[config.mk]
export PLATFORM = sky130hd
export DESIGN_NAME = fat12w_div
export DESIGN_NICKNAME = d
export VERILOG_FILES = /design/src/hw/rtl/fat12w_pkg.sv /design/src/hw/rtl/fat12w_div.sv
export SDC_FILE = /design/constraint.sdc
export NUM_CORES = 1
export LEC_CHECK = 0
export BUFFER_PORTS_ARGS = -buffer_cell sky130_fd_sc_hd__buf_2
export CORE_AREA = 8 8 98 100
export DETAILED_ROUTE_END_ITERATION = 16
export DIE_AREA = 0 0 106 108
export PLACE_DENSITY = 0.52
export SKIP_LAST_GASP = 1
export SLEW_MARGIN = 10
export SYNTH_ARGS = -nofsm -noshare
export SYNTH_HDL_FRONTEND = slang
export SYNTH_SLANG_ARGS = --single-unit
[constraint.sdc]
create_clock -name clk -period 10.23 [get_ports clk]
set_clock_uncertainty 0.2 [all_clocks]
set_input_delay 2.5575 -clock clk [delete_from_list [all_inputs] [get_ports clk]]
set_output_delay 2.5575 -clock clk [all_outputs]
set_load 0.005 [all_outputs]
[src/hw/rtl/fat12w_pkg.sv]
// Shared types and constants for the FAT12 cluster chain walker.
package fat12w_pkg;

  localparam int FAT_BYTES_DEF = 8192;
  localparam int MAX_RUN_DEF   = 64;

  localparam logic [11:0] EOC_MIN = 12'hFF8;

  localparam logic [1:0] OP_WRITE = 2'd0;
  localparam logic [1:0] OP_START = 2'd1;
  localparam logic [1:0] OP_CONT  = 2'd2;

  localparam logic [2:0] REG_RESERVED  = 3'd0;
  localparam logic [2:0] REG_PER_FAT   = 3'd1;
  localparam logic [2:0] REG_COPIES    = 3'd2;
  localparam logic [2:0] REG_ROOT      = 3'd3;
  localparam logic [2:0] REG_SECT_SIZE = 3'd4;
  localparam logic [2:0] REG_CLUS_SECT = 3'd5;

  // root directory sector divider widths
  localparam int NUM_W = 22;
  localparam int DEN_W = 13;
  localparam int DCNT_W = 5;

  typedef struct packed {
    logic [1:0]  opcode;
    logic [12:0] table_addr;
    logic [7:0]  table_byte;
    logic [11:0] first_cluster;
    logic [31:0] file_bytes;
  } cmd_t;

  typedef struct packed {
    logic [31:0] sector_lba;
    logic [19:0] byte_count;
    logic [31:0] dest_offset;
    logic        last;
    logic        more_follows;
    logic        bad_cluster;
  } res_t;

  typedef struct packed {
    logic        go;
    logic        cont;
    logic [11:0] first_cluster;
    logic [31:0] file_bytes;
  } walk_req_t;

  typedef struct packed {
    logic [31:0] data_start;
    logic [19:0] csize;
    logic [7:0]  cluster_sectors;
  } geom_t;

endpackage

[src/hw/rtl/fat12w_div.sv]
// Restoring divider, one quotient bit per cycle, for the root directory sector count.
module fat12w_div
  import fat12w_pkg::*;
(
  input  logic             clk,
  input  logic             rst,
  input  logic             start,
  input  logic [NUM_W-1:0] num,
  input  logic [DEN_W-1:0] den,
  output logic             busy,
  output logic             done,
  output logic [NUM_W-1:0] quot
);

  logic [DEN_W-1:0]  rem;
  logic [DCNT_W-1:0] cnt;
  logic [DEN_W:0]    trial;
  logic              fits;

  assign trial = {rem, quot[NUM_W-1]};
  assign fits  = (trial >= {1'b0, den});

  always_ff @(posedge clk) begin
    if (rst) begin
      busy <= 1'b0;
      done <= 1'b0;
    end else begin
      done <= 1'b0;
      if (start) begin
        busy <= 1'b1;
        cnt  <= DCNT_W'(NUM_W - 1);
        rem  <= '0;
        quot <= num;
      end else if (busy) begin
        quot <= {quot[NUM_W-2:0], fits};
        if (fits) begin
          rem <= DEN_W'(trial - {1'b0, den});
        end else begin
          rem <= trial[DEN_W-1:0];
        end
        if (cnt == '0) begin
          busy <= 1'b0;
          done <= 1'b1;
        end else begin
          cnt <= cnt - 1'b1;
        end
      end
    end
  end

endmodule

==> flow_metrics.env <==
export IMPL_critPathRequiredTime_ps=10050
export IMPL_clock_latency_ps=290
export IMPL_ff2ff_path_depth=10
export IMPL_seq_area_frac_synth_pct=49.38
export IMPL_synth_top_area_share_pct=47.78
export IMPL_ios=62
export IMPL_cp_end_kind="flip-flop"
export IMPL_crit_end="rem[4]$_SDFFCE_PP0P_"
export IMPL_grtUsageMet2_pct=13.58
export IMPL_syn_avg_cell_area_um2=11.75
export IMPL_detail_route_antenna_nets=0
export IMPL_antenna_found_initial=0
export IMPL_synth_edf_count=40
export IMPL_syn_num_nets=268
export IMPL_worst_ep_arrival_time_ps=4880
export IMPL_start_kind="input pin"
export IMPL_port_buffers=61
export IMPL_grtUsageTotal_pct=9.757
export IMPL_path_class="in2reg"
export IMPL_ys_types=41
export IMPL_cts_sinks=42
export IMPL_post_cts_resized=0
export IMPL_final_area_um2=3005
export IMPL_reg2reg_setup_slack_ps=7030
export IMPL_ys_warnings_count=0
export IMPL_cts_buffer_depth=2
export IMPL_outcome="completed"
export IMPL_syn_area_um2=2514
export IMPL_syn_inst=214
export IMPL_cts_made_buffers=5
export IMPL_dr_pass1_iters=4
export IMPL_clockRootBuffer="clkbuf_8"
export IMPL_p_leak_nw=1.283
export IMPL_dieHeight_um=108
export IMPL_htree_levels=2
export IMPL_synth_flop_cell="edfxtp_1"
export IMPL_viasPerCell=4.665
export IMPL_start_util_pct=31.22
export IMPL_cp_max_fo=16
export IMPL_routedWlPerCell_um=14.38
export IMPL_hpwl_um=4072
export IMPL_utilization_pct=37.33
export IMPL_use_met3_pct=4.462
export IMPL_cts_clk_slew_worst_paths_ps=80
export IMPL_postPlaceCellArea_um2=2924
export IMPL_syn2layout_area_growth_pct=19.56
export IMPL_num_antenna_cells=0
export IMPL_ys_ff_latch=42
export IMPL_core_area_um2=8051
export IMPL_whs_path_depth=1
export IMPL_met1_usage_pct=13.23
export IMPL_slew_viol_final=0
export IMPL_grt_pass1_vias=1843
export IMPL_rsz0062_at_grt="no"
export IMPL_postCtsSetupBuffers=0
export IMPL_die_area_um2=11450
export IMPL_gp_congestion=0.7744
export IMPL_tritoncts="yes"
export IMPL_synth_area_top_cells="edfxtp_1, mux2_2, ha_1"
export IMPL_holdWs_ps=301.2
export IMPL_vias=1782
export IMPL_vdd_ir_drop_worst_v=0.00008321
export IMPL_worst_slew_pin_slew_ps=1028
export IMPL_setup_viol_count_final=0
export IMPL_powerDensity_nw_per_um2=142.7
export IMPL_grt_pass1_wl_um=9066
export IMPL_startpoint="den[0]"
export IMPL_cap_violations=0
export IMPL_wl_um=5494
export IMPL_ys_async_sr_fraction_pct=0
export IMPL_period_needed_ps=5060
export IMPL_fmax_ghz=0.1976
export IMPL_remaining_drc_errors=0
export IMPL_mostFrequentLayoutCells="buf_2, edfxtp_1, mux2_2, nor2_1, inv_1"
export IMPL_busiest_layer="met2"
export IMPL_die_w_um=106
export IMPL_hold_buffers=0
export IMPL_nets=330
export IMPL_hold_viol_final=0
export IMPL_grt_overflow=0
export IMPL_layout_drive_gt1_share_pct=35.74
export IMPL_rows=33
export IMPL_grt_max_degree=43
export IMPL_r2r_end="rem[4]$_SDFFCE_PP0P_"
export IMPL_min_path_type="reg2reg"
export IMPL_min_period_over_period_pct=49.47
export IMPL_setup_tns_ps=0
export IMPL_r2r_start="quot[21]$_DFFE_PP_"
export IMPL_final_common_cell="buf_2"
export IMPL_drtIter0Drc=73
export IMPL_slew_headroom_pct=31.33
export IMPL_yosysTopAreaCell="edfxtp_1"
==> metal layers <==
layer  vias to the layer above  part of all wire, %
met5                         -                    0
met3                         5                  8.3
met2                        55                   40
met4                         0                  1.0
met1                       815                   50
li1                        907                    -
==> critical path: stages <==
cell and delay, ps:
buf_2 100, ha_1 210, fa_1 400, and2b_1 250
o2111ai_2 150, a21oi_2 230, nor3_2 100, o21ai_4 550
mux2i_1 270, nor2_1 60
==> sequential cells by signal (all words and copies together) (netlist names) <==
signal  count
busy        1
quot       22
done        1
rem        13
cnt         5
==> synth_stat cells, types with 3 or more instances <==
library cell and count:
ha_1 15, nand2_1 7, inv_1 18, o211ai_1 3, nand3_1 5, mux2_2 22
nor2_1 23, mux2i_1 11, edfxtp_1 40, xnor2_1 9, a21o_1 3, nand2b_1 5
o21ai_0 4, clkbuf_1 5, a21oi_1 9
==> cells by family after synthesis <==
kind of cell / share of synthesized area (%)
xor+xnor: 3.136
fa+ha+maj: 8.263
flops: 49.38
buf+inv: 4.032
mux: 14.24
compound gates: 10.55
simple gates: 10.40
==> layout make-up <==
type	count	area [µm²]
Inverter	18	67.56
Multi-Input combinational cell	148	1179
Tap cell	105	131.4
Sequential cell	42	1241
Timing Repair Buffer	61	305.3
Clock inverter	2	8.758
Fill cell	835	5046
Clock buffer	6	72.57
==> through the flow <==
| stage | std cells | power, mW | setup slack [ps] |
|---|---|---|---|
| final | 382 | 0.4289 | 5170 |
| after global routing | 382 | 0.4570 | 5000 |
| after CTS | 382 | 0.4360 | 5151 |
| after detailed placement | 374 | 0.3291 | 4834 |
| after global placement | 374 | 0.3297 | 4893 |
| after floorplan | 214 | 0.2992 | 4997 |
==> power by group <==
part	switching (mW)	internal, mW	total, mW	leakage [nW]
sequential	0.00747	0.206	0.214	0.398
clock	0.0571	0.0470	0.104	0.0426
combinational	0.0594	0.0517	0.111	0.842
==> worst min-delay path by stage <==
stage	start	to	slack [ps]
2_1_floorplan	busy$_SDFF_PP0_	done$_SDFF_PP0_	280
3_3_place_gp	busy$_SDFF_PP0_	done$_SDFF_PP0_	290
3_5_place_dp	busy$_SDFF_PP0_	done$_SDFF_PP0_	280
4_1_cts	busy$_SDFF_PP0_	done$_SDFF_PP0_	300
5_1_grt	busy$_SDFF_PP0_	done$_SDFF_PP0_	320
6_report	busy$_SDFF_PP0_	done$_SDFF_PP0_	300
Note: power is estimated with default switching activity, not from simulation.
